==> src/rtl/core/ble_pkg.sv <==
// ----------------------------------------------------------------------------
// ble_pkg
// Shared widths, operation and status codes, and the result bundle of the
// bounded list engine.
// ----------------------------------------------------------------------------
`timescale 1ns / 1ps

package ble_pkg;

  localparam int DATA_W = 32;
  localparam int FUNC_W = 3;
  localparam int STAT_W = 2;
  localparam int ENT_W  = 5;

  // operation codes
  localparam logic [FUNC_W-1:0] FN_INS_HEAD = 3'd0;
  localparam logic [FUNC_W-1:0] FN_DEL_HEAD = 3'd1;
  localparam logic [FUNC_W-1:0] FN_DEL_TAIL = 3'd2;
  localparam logic [FUNC_W-1:0] FN_DEL_KEY  = 3'd3;
  localparam logic [FUNC_W-1:0] FN_SEARCH   = 3'd4;
  localparam logic [FUNC_W-1:0] FN_SUM      = 3'd5;
  localparam logic [FUNC_W-1:0] FN_MAX      = 3'd6;
  localparam logic [FUNC_W-1:0] FN_ADD      = 3'd7;

  // status codes
  localparam logic [STAT_W-1:0] ST_OK       = 2'd0;
  localparam logic [STAT_W-1:0] ST_EMPTY    = 2'd1;
  localparam logic [STAT_W-1:0] ST_NOTFOUND = 2'd2;
  localparam logic [STAT_W-1:0] ST_FULL     = 2'd3;

  typedef struct packed {
    logic [DATA_W-1:0] value;
    logic [STAT_W-1:0] status;
    logic [ENT_W-1:0]  entries;
  } res_t;

endpackage

==> src/rtl/core/bounded_list_engine_unit.sv <==
// ----------------------------------------------------------------------------
// bounded_list_engine_unit
// Ordered list of up to CAPACITY signed 32-bit keys with head/tail/key
// operations, search, sum, maximum and ranged add.
// ----------------------------------------------------------------------------
// Usage:
//   Send one operation per transfer on the in_ channel (in_func, in_key,
//   in_amount). Every operation returns exactly one transfer on the out_
//   channel with the value, the status and the number of entries held.
//   The block works on one operation at a time; the next one is accepted
//   once the current result has moved into the output register.
//   From accept to the output register: insert head, and any operation
//   that finds the list empty or full, goes straight to the result; delete
//   head and delete tail read the store once; delete key, search, sum,
//   max and add walk the entries held at one read per cycle through the
//   store's single read port (search stops at the first match).
//   Reset empties the list at once; the store contents are never read
//   before they are written, so no clearing pass runs.
//   A stalled receiver holds the result in the output register; one more
//   operation may be accepted and worked off, and it then waits for the
//   register to drain.
// ----------------------------------------------------------------------------
`timescale 1ns / 1ps

module bounded_list_engine_unit #(
  parameter int CAPACITY = 16
) (
  input  logic                       clk,
  input  logic                       rst_n,
  input  logic                       in_valid,
  output logic                       in_ready,
  input  logic [ble_pkg::FUNC_W-1:0] in_func,
  input  logic [ble_pkg::DATA_W-1:0] in_key,
  input  logic [ble_pkg::DATA_W-1:0] in_amount,
  output logic                       out_valid,
  input  logic                       out_ready,
  output logic [ble_pkg::DATA_W-1:0] out_value,
  output logic [ble_pkg::STAT_W-1:0] out_status,
  output logic [ble_pkg::ENT_W-1:0]  out_entries
);

  localparam int AW = $clog2(CAPACITY);
  localparam int CW = $clog2(CAPACITY + 1);

  logic                       mem_we;
  logic [AW-1:0]              mem_waddr;
  logic [ble_pkg::DATA_W-1:0] mem_wdata;
  logic                       mem_re;
  logic [AW-1:0]              mem_raddr;
  logic [ble_pkg::DATA_W-1:0] mem_rdata;

  logic                       res_valid;
  logic                       res_ready;
  ble_pkg::res_t              res;

  logic                       out_valid_r;
  ble_pkg::res_t              out_res_r;

  ble_ram #(
    .AW(AW)
  ) u_ram (
    .clk  (clk),
    .we   (mem_we),
    .waddr(mem_waddr),
    .wdata(mem_wdata),
    .re   (mem_re),
    .raddr(mem_raddr),
    .rdata(mem_rdata)
  );

  ble_seq #(
    .CAPACITY(CAPACITY),
    .AW      (AW),
    .CW      (CW)
  ) u_seq (
    .clk      (clk),
    .rst_n    (rst_n),
    .in_valid (in_valid),
    .in_ready (in_ready),
    .in_func  (in_func),
    .in_key   (in_key),
    .in_amount(in_amount),
    .res_valid(res_valid),
    .res_ready(res_ready),
    .res      (res),
    .mem_we   (mem_we),
    .mem_waddr(mem_waddr),
    .mem_wdata(mem_wdata),
    .mem_re   (mem_re),
    .mem_raddr(mem_raddr),
    .mem_rdata(mem_rdata)
  );

  // output register: load when empty or being drained
  assign res_ready = !out_valid_r || out_ready;

  always_ff @(posedge clk) begin
    if (!rst_n) begin
      out_valid_r <= 1'b0;
    end else if (res_valid && res_ready) begin
      out_valid_r <= 1'b1;
    end else if (out_ready) begin
      out_valid_r <= 1'b0;
    end
  end

  always_ff @(posedge clk) begin
    if (res_valid && res_ready) begin
      out_res_r <= res;
    end
  end

  assign out_valid   = out_valid_r;
  assign out_value   = out_res_r.value;
  assign out_status  = out_res_r.status;
  assign out_entries = out_res_r.entries;

endmodule

==> src/rtl/core/ble_ram.sv <==
// ----------------------------------------------------------------------------
// ble_ram
// Single write port, single read port key store with registered read data.
// ----------------------------------------------------------------------------
`timescale 1ns / 1ps

module ble_ram #(
  parameter int AW = 4
) (
  input  logic                      clk,
  input  logic                      we,
  input  logic [AW-1:0]             waddr,
  input  logic [ble_pkg::DATA_W-1:0] wdata,
  input  logic                      re,
  input  logic [AW-1:0]             raddr,
  output logic [ble_pkg::DATA_W-1:0] rdata
);

  logic [ble_pkg::DATA_W-1:0] mem [0:(1<<AW)-1];

  always_ff @(posedge clk) begin
    if (we) begin
      mem[waddr] <= wdata;
    end
  end

  always_ff @(posedge clk) begin
    if (re) begin
      rdata <= mem[raddr];
    end
  end

endmodule

==> src/rtl/core/ble_seq.sv <==
// ----------------------------------------------------------------------------
// ble_seq
// Operation sequencer: keeps the list as a circular buffer in the store,
// walks entries one read per cycle and writes modified entries back.
// ----------------------------------------------------------------------------
`timescale 1ns / 1ps

module ble_seq #(
  parameter int CAPACITY = 16,
  parameter int AW       = 4,
  parameter int CW       = 5
) (
  input  logic                       clk,
  input  logic                       rst_n,
  input  logic                       in_valid,
  output logic                       in_ready,
  input  logic [ble_pkg::FUNC_W-1:0] in_func,
  input  logic [ble_pkg::DATA_W-1:0] in_key,
  input  logic [ble_pkg::DATA_W-1:0] in_amount,
  output logic                       res_valid,
  input  logic                       res_ready,
  output ble_pkg::res_t              res,
  output logic                       mem_we,
  output logic [AW-1:0]              mem_waddr,
  output logic [ble_pkg::DATA_W-1:0] mem_wdata,
  output logic                       mem_re,
  output logic [AW-1:0]              mem_raddr,
  input  logic [ble_pkg::DATA_W-1:0] mem_rdata
);

  localparam logic [1:0] S_IDLE  = 2'd0;
  localparam logic [1:0] S_READ1 = 2'd1;
  localparam logic [1:0] S_WALK  = 2'd2;
  localparam logic [1:0] S_DONE  = 2'd3;

  localparam logic [CW-1:0] CAP_CNT = CW'(CAPACITY);

  logic [1:0]                  state_r, state_nxt;
  logic [ble_pkg::FUNC_W-1:0]  func_r, func_nxt;
  logic [ble_pkg::DATA_W-1:0]  key_r, key_nxt;
  logic [ble_pkg::DATA_W-1:0]  amt_r, amt_nxt;
  logic [AW-1:0]               head_r, head_nxt;
  logic [CW-1:0]               count_r, count_nxt;
  logic [CW-1:0]               iss_r, iss_nxt;
  logic                        rv_r, rv_nxt;
  logic [CW-1:0]               ridx_r, ridx_nxt;
  logic                        matched_r, matched_nxt;
  logic [ble_pkg::DATA_W-1:0]  acc_r, acc_nxt;
  logic [ble_pkg::DATA_W-1:0]  val_r, val_nxt;
  logic [ble_pkg::STAT_W-1:0]  st_r, st_nxt;

  logic [CW-1:0]               last_idx;
  logic [AW-1:0]               paddr;
  logic                        is_last;
  logic                        hit;
  logic [ble_pkg::DATA_W-1:0]  mx;
  logic [31:0]                 cnt_ext;

  assign last_idx = count_r - CW'(1);
  assign paddr    = head_r + ridx_r[AW-1:0];
  assign is_last  = (ridx_r == last_idx);
  assign hit      = (mem_rdata == key_r);
  assign mx       = ((ridx_r == '0) || ($signed(mem_rdata) > $signed(acc_r))) ?
                    mem_rdata : acc_r;
  assign cnt_ext  = 32'(count_r);

  assign in_ready    = (state_r == S_IDLE);
  assign res_valid   = (state_r == S_DONE);
  assign res.value   = val_r;
  assign res.status  = st_r;
  assign res.entries = cnt_ext[ble_pkg::ENT_W-1:0];

  always_comb begin
    state_nxt   = state_r;
    func_nxt    = func_r;
    key_nxt     = key_r;
    amt_nxt     = amt_r;
    head_nxt    = head_r;
    count_nxt   = count_r;
    iss_nxt     = iss_r;
    rv_nxt      = 1'b0;
    ridx_nxt    = ridx_r;
    matched_nxt = matched_r;
    acc_nxt     = acc_r;
    val_nxt     = val_r;
    st_nxt      = st_r;
    mem_we      = 1'b0;
    mem_waddr   = head_r;
    mem_wdata   = key_r;
    mem_re      = 1'b0;
    mem_raddr   = head_r;

    case (state_r)
      S_IDLE: begin
        if (in_valid) begin
          func_nxt    = in_func;
          key_nxt     = in_key;
          amt_nxt     = in_amount;
          acc_nxt     = '0;
          matched_nxt = 1'b0;
          iss_nxt     = '0;
          val_nxt     = '0;
          st_nxt      = ble_pkg::ST_OK;
          case (in_func)
            ble_pkg::FN_INS_HEAD: begin
              if (count_r == CAP_CNT) begin
                st_nxt = ble_pkg::ST_FULL;
              end else begin
                mem_we    = 1'b1;
                mem_waddr = head_r - AW'(1);
                mem_wdata = in_key;
                head_nxt  = head_r - AW'(1);
                count_nxt = count_r + CW'(1);
              end
              state_nxt = S_DONE;
            end
            ble_pkg::FN_DEL_HEAD: begin
              if (count_r == '0) begin
                st_nxt    = ble_pkg::ST_EMPTY;
                state_nxt = S_DONE;
              end else begin
                mem_re    = 1'b1;
                mem_raddr = head_r;
                state_nxt = S_READ1;
              end
            end
            ble_pkg::FN_DEL_TAIL: begin
              if (count_r == '0) begin
                st_nxt    = ble_pkg::ST_EMPTY;
                state_nxt = S_DONE;
              end else begin
                mem_re    = 1'b1;
                mem_raddr = head_r + last_idx[AW-1:0];
                state_nxt = S_READ1;
              end
            end
            ble_pkg::FN_SUM: begin
              state_nxt = (count_r == '0) ? S_DONE : S_WALK;
            end
            default: begin
              if (count_r == '0) begin
                st_nxt    = ble_pkg::ST_EMPTY;
                state_nxt = S_DONE;
              end else begin
                state_nxt = S_WALK;
              end
            end
          endcase
        end
      end

      S_READ1: begin
        val_nxt   = mem_rdata;
        count_nxt = count_r - CW'(1);
        if (func_r == ble_pkg::FN_DEL_HEAD) begin
          head_nxt = head_r + AW'(1);
        end
        state_nxt = S_DONE;
      end

      S_WALK: begin
        // keep one read in flight ahead of the entry being processed
        if (iss_r < count_r) begin
          mem_re    = 1'b1;
          mem_raddr = head_r + iss_r[AW-1:0];
          rv_nxt    = 1'b1;
          ridx_nxt  = iss_r;
          iss_nxt   = iss_r + CW'(1);
        end
        if (rv_r) begin
          case (func_r)
            ble_pkg::FN_SUM: begin
              acc_nxt = acc_r + mem_rdata;
              if (is_last) begin
                val_nxt   = acc_r + mem_rdata;
                state_nxt = S_DONE;
              end
            end
            ble_pkg::FN_MAX: begin
              acc_nxt = mx;
              if (is_last) begin
                val_nxt   = mx;
                state_nxt = S_DONE;
              end
            end
            ble_pkg::FN_SEARCH: begin
              if (hit) begin
                state_nxt = S_DONE;
              end else if (is_last) begin
                st_nxt    = ble_pkg::ST_NOTFOUND;
                state_nxt = S_DONE;
              end
            end
            ble_pkg::FN_DEL_KEY: begin
              // close the gap: move every later entry down by one
              if (matched_r) begin
                mem_we    = 1'b1;
                mem_waddr = paddr - AW'(1);
                mem_wdata = mem_rdata;
              end else if (hit) begin
                matched_nxt = 1'b1;
                val_nxt     = mem_rdata;
              end
              if (is_last) begin
                if (matched_r || hit) begin
                  count_nxt = count_r - CW'(1);
                end else begin
                  st_nxt = ble_pkg::ST_NOTFOUND;
                end
                state_nxt = S_DONE;
              end
            end
            ble_pkg::FN_ADD: begin
              if (matched_r || hit) begin
                mem_we      = 1'b1;
                mem_waddr   = paddr;
                mem_wdata   = mem_rdata + amt_r;
                matched_nxt = 1'b1;
              end
              if (is_last) begin
                if (!(matched_r || hit)) begin
                  st_nxt = ble_pkg::ST_NOTFOUND;
                end
                state_nxt = S_DONE;
              end
            end
            default: begin
              state_nxt = S_DONE;
            end
          endcase
        end
      end

      S_DONE: begin
        if (res_ready) begin
          state_nxt = S_IDLE;
        end
      end

      default: begin
        state_nxt = S_IDLE;
      end
    endcase
  end

  always_ff @(posedge clk) begin
    if (!rst_n) begin
      state_r   <= S_IDLE;
      head_r    <= '0;
      count_r   <= '0;
      iss_r     <= '0;
      rv_r      <= 1'b0;
      matched_r <= 1'b0;
    end else begin
      state_r   <= state_nxt;
      head_r    <= head_nxt;
      count_r   <= count_nxt;
      iss_r     <= iss_nxt;
      rv_r      <= rv_nxt;
      matched_r <= matched_nxt;
    end
  end

  always_ff @(posedge clk) begin
    func_r <= func_nxt;
    key_r  <= key_nxt;
    amt_r  <= amt_nxt;
    ridx_r <= ridx_nxt;
    acc_r  <= acc_nxt;
    val_r  <= val_nxt;
    st_r   <= st_nxt;
  end

endmodule

==> config.mk <==
export PLATFORM = sky130hd
export DESIGN_NAME = bounded_list_engine_unit
export DESIGN_NICKNAME = d
export VERILOG_FILES = /design/src/rtl/core/ble_pkg.sv /design/src/rtl/core/bounded_list_engine_unit.sv /design/src/rtl/core/ble_ram.sv /design/src/rtl/core/ble_seq.sv
export SDC_FILE = /design/constraint.sdc
export NUM_CORES = 1
export LEC_CHECK = 0
export BUFFER_PORTS_ARGS = -buffer_cell sky130_fd_sc_hd__clkbuf_2
export CORE_ASPECT_RATIO = 1.4
export CORE_MARGIN = 5
export CORE_UTILIZATION = 56
export CTS_CLUSTER_SIZE = 30
export DETAILED_ROUTE_END_ITERATION = 6
export PLACE_DENSITY_LB_ADDON = 0.12
export SYNTH_ARGS = -nofsm -noshare
export SYNTH_HDL_FRONTEND = slang
export SYNTH_HIERARCHICAL = 1
export SYNTH_SLANG_ARGS = --single-unit
==> constraint.sdc <==
create_clock -name clk -period 5.8 [get_ports clk]
set_clock_uncertainty 0.05 [all_clocks]
set_input_delay 0.58 -clock clk [delete_from_list [all_inputs] [get_ports clk]]
set_output_delay 0.58 -clock clk [all_outputs]
set_load 0.01 [all_outputs]
==> metrics.yaml, run 1 <==
outcome:
  status: "finished clean"
floorplan:
  core_mm2: 0.0618
  start_util_pct: 56.3
  die_y_um: 305
  ios: 112
  dieWidth_um: 220
  fp-row-count: 108
  dieArea_mm2: 0.0672
synth:
  ys_warn_count: 6
  syn_area_per_cell_um2: 14.6
  synthArstFlopShare_pct: 0
  synth_edf_count: 721
  syn_inst: 2387
  synthFlopType: "edfxtp_1"
  syn_area_mm2: 0.0347
  syn-num-nets: 2580
  yosysSeqAreaShare_pct: 63.4
  ys_ff_latch: 740
  synth_cell_type_count: 83
power_and_ir_drop:
  peakVddDrop_uv: 309
  p_per_area_mw_per_mm2: 486
  leakage_nw: 13.5
  power_mw: 19.0
detailed_routing:
  met3_wirelength_um: 6140
  ant_nets: 0
  drc: 0
  drt-initial-drc-count: 2378
  dr.pass1.iters: 6
  via_per_inst: 6.49
  wl_um: 94100
  maxUsedRoutingLayer: "met4"
  routed-wl-met2_um: 47500
  wl_per_cell_um: 27.6
  vias: 22100
  met1_length_um: 35300
layout:
  layout_common_cells: "721 x edfxtp_1, 128 x mux4_2, 127 x nor2_1"
  stdcell_count: 3409
  layout_commonest_cell: "edfxtp_1"
  final_cell_area_mm2: 0.0391
  nNetsFinal: 2723
  area_delta_synth_final_pct: 12.6
  drive_gt1_share_pct: 18.4
placed_design:
  place_area_mm2: 0.0368
  dp_hpwl_um: 64600
  place_inst: 3282
  pre_cts_slack_ns: 0.926
  numPortBuffers: 111
  place_congestion: 0.986
timing:
  relSlewSlack_pct: 15.1
  rsz0062_at_grt: "false"
  finalSetupViolCount: 0
  setup_ws_ns: 0.901
  tns_ns: 0
  period_needed_ns: 4.90
  min_period_over_period_pct: 84.5
  worst_pin_slew_ns: 1.27
  drv_slew: 0
  max_freq_mhz: 204
  final-hold-violation-count: 0
setup_path:
  r2r-end: "u_ram/mem[3][29]"
  required_ns: 6.06
  crit_arrival_ns: 5.16
  end_kind: "flip-flop"
  reg2reg_depth: 14
  critical_path.endpoint: "u_ram/mem[3][29]"
  critPathLaunchType: "flip-flop"
  crit_type: "flip-flop to flip-flop"
  startpoint: "u_ram/rdata[1]"
  cp_max_fo: 18
  reg2reg_from: "u_ram/rdata[1]"
  r2r_slack_ns: 0.90
cts:
  post_cts_buffers: 0
  cts_tree: "built"
  root_buffer: "clkbuf_16"
  ctsResizeCount: 0
  cts_made_buffers: 71
  htreeDepth: 3
  clk_pin_slew_ns: 0.07
  clkSinkCount: 740
  clk_latency_ns: 0.61
  postCtsHoldBufs: 0
  cts_buffer_depth: 3
global_routing:
  overflow: 0
  grt_pass1_wl_um: 141000
  antenna_found_initial: 3
  grt_usage_pct: 28.0
  grt_pass1_vias: 22600
  grt_max_degree: 68
run:
  max_cap_violations: 0
worst_hold_path:
  hp-class: "primary input to flip-flop"
[registers in the layout, indices dropped and copies added (netlist names), 32 cells and up]
name and cells:
out_value 32, u_ram/mem 512, u_ram/rdata 32, u_seq/acc_r 32, u_seq/amt_r 32, u_seq/key_r 32
u_seq/val_r 32
[metrics by stage]
stage | hold WS (ns) | utilization [%]
final | 0.0984 | 63.3
after global routing | 0.0750 | 63.3
after CTS | 0.0625 | 63.3
after detailed placement | 0.355 | 59.5
after global placement | 0.353 | 59.5
after floorplan | 0.350 | -
[cells in the mapped netlist (5+ instances only)]
cell type	instances	share of area, %
o22ai_1	25	0.45
a22oi_1	90	1.9
nor2_1	142	1.5
o21ai_0	111	1.6
a222oi_1	15	0.43
and2_1	10	0.18
a211oi_1	42	0.91
buf_4	9	0.19
clkbuf_1	86	0.93
o21a_1	6	0.13
a221o_1	10	0.29
a31oi_1	19	0.34
or4_1	5	0.11
dfxtp_1	19	1.1
a21o_1	35	0.76
nor4_1	18	0.32
nand2b_1	16	0.29
xor2_1	62	1.6
buf_2	15	0.22
o211ai_1	10	0.22
nand2_1	100	1.1
or3_1	9	0.16
nand4_1	13	0.23
nand3_1	34	0.49
o21bai_1	10	0.22
ha_1	117	4.2
nor3_1	35	0.50
a21oi_1	113	1.6
mux2i_1	16	0.46
o31ai_1	11	0.24
xnor2_1	48	1.2
a221oi_1	11	0.28
mux4_2	128	8.3
nor2b_1	17	0.31
and3_1	15	0.27
a21boi_0	6	0.13
inv_1	119	1.3
a22o_1	12	0.30
fa_1	5	0.29
buf_1	10	0.11
edfxtp_1	721	62
o221ai_1	9	0.23
[metal layers]
layer	global-route usage [%]	vias to the layer above
met4	13.7	0
met3	3.95	270
met1	35.7	11100
met2	47.1	1003
li1	-	9731
met5	0	-
[how the worst min path moves through the flow]
stage / start / endpoint / slack, ns / cells past startpoint
2_1_floorplan: u_seq/st_r[0] / out_status[0] / 0.35 / 0
3_3_place_gp: u_seq/val_r[1] / out_value[1] / 0.35 / 0
3_5_place_dp: u_seq/val_r[19] / out_value[19] / 0.35 / 0
4_1_cts: in_amount[3] / u_seq/amt_r[3] / 0.06 / 1
5_1_grt: in_amount[11] / u_seq/amt_r[11] / 0.08 / 1
6_report: in_amount[12] / u_seq/amt_r[12] / 0.1 / 1
[worst max-delay path, cell delays in order, from the launching register on]
cell and delay (ns):
edfxtp_1 0.57, xor2_1 0.24, nor4_1 0.34, nand4_1 0.29, o21bai_1 0.37, nor2b_1 0.21
buf_4 0.30, a221oi_1 0.15, o21ai_0 0.11, a21oi_1 0.09, o21ai_0 0.43, buf_4 0.26
nand2_1 0.24, nor2_4 0.66, buf_12 0.25
[cells by family after synthesis]
group | count (synthesis) | synth area share, %
muxes | 148 | 8.90
xor gates and xnor gates | 110 | 2.77
and+or+nand+nor | 439 | 6.11
DFF | 740 | 63.4
AOI/OAI and AO/OA | 586 | 11.5
buffers and inverters | 242 | 2.81
adders and majority gates | 122 | 4.50
[power breakdown]
part	switching (mW)	internal, mW	total, mW
clock	2.02	2.66	4.68
combinational	4.40	2.42	6.81
sequential	0.477	7.02	7.50
[area by class of cell]
type	count	area, um^2
fill	4550	22600
sequential	740	22000
multi-input combinational	1405	11900
clock buffer	90	1890
timing repair buffer	192	1330
tap	825	1030
inverter	120	452
clock inverter	35	447
antenna	2	5.00
(Power assumes the default switching activity.)
==> run 2: changes to the inputs <==
--- a/config.mk
+++ b/config.mk
@@ -5,10 +5,11 @@
 export SDC_FILE = /design/constraint.sdc
 export NUM_CORES = 1
 export LEC_CHECK = 0
+export ABC_AREA = 1
 export BUFFER_PORTS_ARGS = -buffer_cell sky130_fd_sc_hd__clkbuf_2
 export CORE_ASPECT_RATIO = 1.4
 export CORE_MARGIN = 5
-export CORE_UTILIZATION = 56
+export CORE_UTILIZATION = 57
 export CTS_CLUSTER_SIZE = 30
 export DETAILED_ROUTE_END_ITERATION = 6
 export PLACE_DENSITY_LB_ADDON = 0.12
==> constraint.sdc (replaced) <==
create_clock -name clk -period 4.48 [get_ports clk]
set_clock_uncertainty 0.05 [all_clocks]
set_input_delay 0.448 -clock clk [delete_from_list [all_inputs] [get_ports clk]]
set_output_delay 0.448 -clock clk [all_outputs]
set_load 0.01 [all_outputs]
==> run 2 against run 1 <==
Compared with the run above:
- critical path depth increased by 3
- maximum frequency grew 19%
- flip-flop and latch count stayed put
- critical endpoint is now u_ram/mem[11][5]
- clock power up 37%
- area after synthesis increased by 13%
- count of clock-buffer cells in the layout is the same
==> metrics.yaml, run 2 <==
power_and_ir_drop:
  combPwrFrac_pct: 47.1  # +11 points
  switchingPower_mw: 13.7  # +99%
  switching_share_pct: 44.2  # +7.9 points
  pwr-share-clk_pct: 20.6  # -4.1 points
  p_per_area_mw_per_mm2: 705  # +45%
  intPower_mw: 17.3  # +43%
  peakVddDrop_uv: 593  # +92%
  p_seq_share_pct: 32.3  # -7.2 points
  leakage_nw: 18.8  # +40%
global_routing:
  overflow: 0  # unchanged
  antenna_found_initial: 2  # -1
  grt_usage_pct: 29.8  # +1.8 points
  grt_max_degree: 90  # +32%
  grt_pass1_vias: 29300  # +30%
  grt_pass1_wl_um: 171000  # +21%
cts:
  root_buffer: "clkbuf_16"
  clkSinkCount: 740  # unchanged
  htreeDepth: 3  # unchanged
  cts_made_buffers: 72  # +1.4%
  cts_buffer_depth: 3  # unchanged
  clk_pin_slew_ns: 0.07  # about the same
  cts_tree: "built"
  clk_latency_ns: 0.63  # +0.02 ns
layout:
  drive_gt1_share_pct: 8.64  # -9.8 points
  layout_common_cells: "1,228 x nand2_1, 721 x edfxtp_1, 651 x inv_1"
  area_delta_synth_final_pct: 12.4
  fillers: 5555  # +22%
  nNetsFinal: 4683  # +72%
  multi_input_area_mm2: 0.0137  # +15%
  largest_reg_flops: 512  # unchanged
  layout_commonest_cell: "nand2_1"
  regMostFlops: "u_ram/mem"
  stdcell_count: 5469  # +60%
  regArea_mm2: 0.0220  # about the same
  final_util_pct: 64.6  # +1.3 points
setup_path:
  r2r-end: "u_ram/mem[11][5]"
  cp_max_fo: 22  # +4
  max_stage_delay_ns: 0.57  # -0.09 ns
  critical_path.endpoint: "u_ram/mem[11][5]"
  reg2reg_from: "u_ram/rdata[7]"
  critPathLaunchType: "flip-flop"
  end_kind: "flip-flop"
  crit_type: "flip-flop to flip-flop"
  critical_path.top_delay_family: "simple AND/OR/NAND/NOR gates"
  critical_path_depth: 17  # +3
  r2r_slack_ns: 0.38  # -0.53 ns
  slowest_stage: "edfxtp_1"
  path_cells: "inv_1, nand2_1, nand4_1, nor2_1, nand2_1, nor2_1, nand2_1, nand2_2, nand2_2, buf_4, inv_1, a21oi_1, o31ai_1, buf_4, nand3b_1, nor2_4, buf_4"
  crit_arrival_ns: 4.34  # -0.82 ns
  required_ns: 4.72  # -1.34 ns
  startpoint: "u_ram/rdata[7]"
  cp.buffers_inverters: 5  # +2
  reg2reg_depth: 17  # +3
floorplan:
  dieWidth_um: 231  # +5.0%
  start_util_pct: 57.5  # +1.3 points
  die_y_um: 320  # +5.0%
  core_mm2: 0.0680  # +10%
  dieArea_mm2: 0.0741  # +10%
  ios: 112  # unchanged
  fp-row-count: 113  # +4.6%
detailed_routing:
  wl_per_cell_um: 20.7  # -25%
  drt-initial-drc-count: 3345  # +41%
  via_per_inst: 5.65  # -13%
  drc: 0  # unchanged
  wl_um: 113000  # +20%
  ant_nets: 0  # unchanged
  vias: 30900  # +40%
  dr.pass1.iters: 6  # unchanged
timing:
  tns_ns: 0  # unchanged
  period_needed_ns: 4.10  # -0.794 ns
  finalSetupViolCount: 0  # unchanged
  drv_slew: 0  # unchanged
  rsz0062_at_grt: "false"
  final-hold-violation-count: 0  # unchanged
  min_period_over_period_pct: 91.6  # +7.2 points
  max_freq_mhz: 244  # +19%
  relSlewSlack_pct: 24.5  # +9.4 points
  worst_pin_slew_ns: 1.13  # -0.146 ns
synth:
  synth_top_area_share_pct: 55.3  # -7.0 points
  synth.most_common_cell: "nand2_1"
  yosysSeqAreaShare_pct: 56.3  # -7.1 points
  syn-num-nets: 4528  # +76%
  synth_cell_type_count: 59  # -29%
  synthFlopType: "edfxtp_1"
  synth_edf_count: 721  # unchanged
  ys_ff_latch: 740  # unchanged
  syn_inst: 4335  # +82%
  syn_area_per_cell_um2: 9.03  # -38%
  ys_warn_count: 6  # unchanged
  synth_area_leader_cell: "edfxtp_1"
  synthArstFlopShare_pct: 0  # unchanged
  syn_area_mm2: 0.0391  # +13%
  yosys-top-cells-count: "1,230 x nand2_1, 721 x edfxtp_1, 654 x inv_1, 560 x nand3_1, 224 x a21oi_1"
  synth.top_cells.by_area: "edfxtp_1 55%, nand2_1 12%, nand3_1 7.2%"
placed_design:
  numPortBuffers: 111  # unchanged
  place_inst: 5285  # +61%
  dp_hpwl_um: 76400  # +18%
  place_congestion: 1.01  # +2.6%
outcome:
  status: "finished clean"
run:
  max_cap_violations: 0  # unchanged
worst_hold_path:
  hp-class: "primary input to flip-flop"
-- run 2: area by class of cell --
cell class / count / share of cell area (%)
flip-flops and latches: 740 / 50.1
clock buffers: 90 / 4.35
clock inverters: 41 / 1.20
diodes: 2 / 0.0114
repair buffers: 262 / 4.70
inverters: 672 / 5.76
multi-input cells: 2742 / 31.2
well taps: 920 / 2.62
-- run 2: worst register-to-register path, cell delays in order, from the launching register on --
cell	delay, ns
edfxtp_1	0.57
inv_1	0.11
nand2_1	0.07
nand4_1	0.09
nor2_1	0.10
nand2_1	0.09
nor2_1	0.40
nand2_1	0.22
nand2_2	0.16
nand2_2	0.13
buf_4	0.25
inv_1	0.11
a21oi_1	0.05
o31ai_1	0.27
buf_4	0.19
nand3b_1	0.30
nor2_4	0.24
buf_4	0.35
-- run 2: cell families after synthesis --
| logic type | count (synthesis) | synth area share (%) |
|---|---|---|
| flip-flops | 740 | 56.3 |
| XOR/XNOR | 49 | 1.12 |
| AO/OA/AOI/OAI | 525 | 7.48 |
| AND/OR/NAND/NOR | 2046 | 22.0 |
| buffers and inverters | 853 | 9.09 |
| adder cells (fa/ha/maj) | 122 | 4.00 |
-- run 2: repair_timing --
item | CTS | global route
endpoints found under the setup margin | 0 | 120
hold endpoints to repair | 51 | 0
hold buffers | 51 | 0
gates resized for setup | 0 | 1
buffers inserted | 0 | 0
-- run 2: worst min path at each step --
stage | start | end | slack [ns] | cells after the start
2_1_floorplan | u_seq/st_r[0] | out_status[0] | 0.35 | 0
3_3_place_gp | u_seq/val_r[26] | out_value[26] | 0.35 | 0
3_5_place_dp | u_seq/val_r[3] | out_value[3] | 0.36 | 0
4_1_cts | in_key[23] | u_seq/key_r[23] | 0.0002 | 1
5_1_grt | in_key[23] | u_seq/key_r[23] | 0.03 | 1
6_report | in_key[23] | u_seq/key_r[23] | 0.02 | 1
-- run 2: power by group through the flow --
stage,Sequential [mW],Combinational (mW),Clock [mW]
finish,10.0,14.6,6.39
global route,10.1,15.9,6.75
CTS,9.98,14.4,6.47
detailed placement,10.1,14.3,0
global placement,10.1,14.3,0
floorplan,9.95,9.81,0
-- run 2: stage by stage --
stage                     setup slack (ns)  hold slack (ns)  total power, mW  instance area, um^2
after floorplan                      0.302            0.350             19.8                39100
final                                0.375           0.0208             31.0                44000
after global placement               0.258            0.351             24.4                41000
after detailed placement             0.205            0.356             24.4                41000
after CTS                            0.202         0.000158             30.8                44000
after global routing                 0.135           0.0263             32.8                44000
-- run 2: routing by layer --
metal | part of all wire [%] | global-route usage, %
met5 | 0 | 0
met4 | 5.2 | 14.3
met1 | 40 | 39.2
met3 | 7.3 | 3.68
met2 | 48 | 49.4
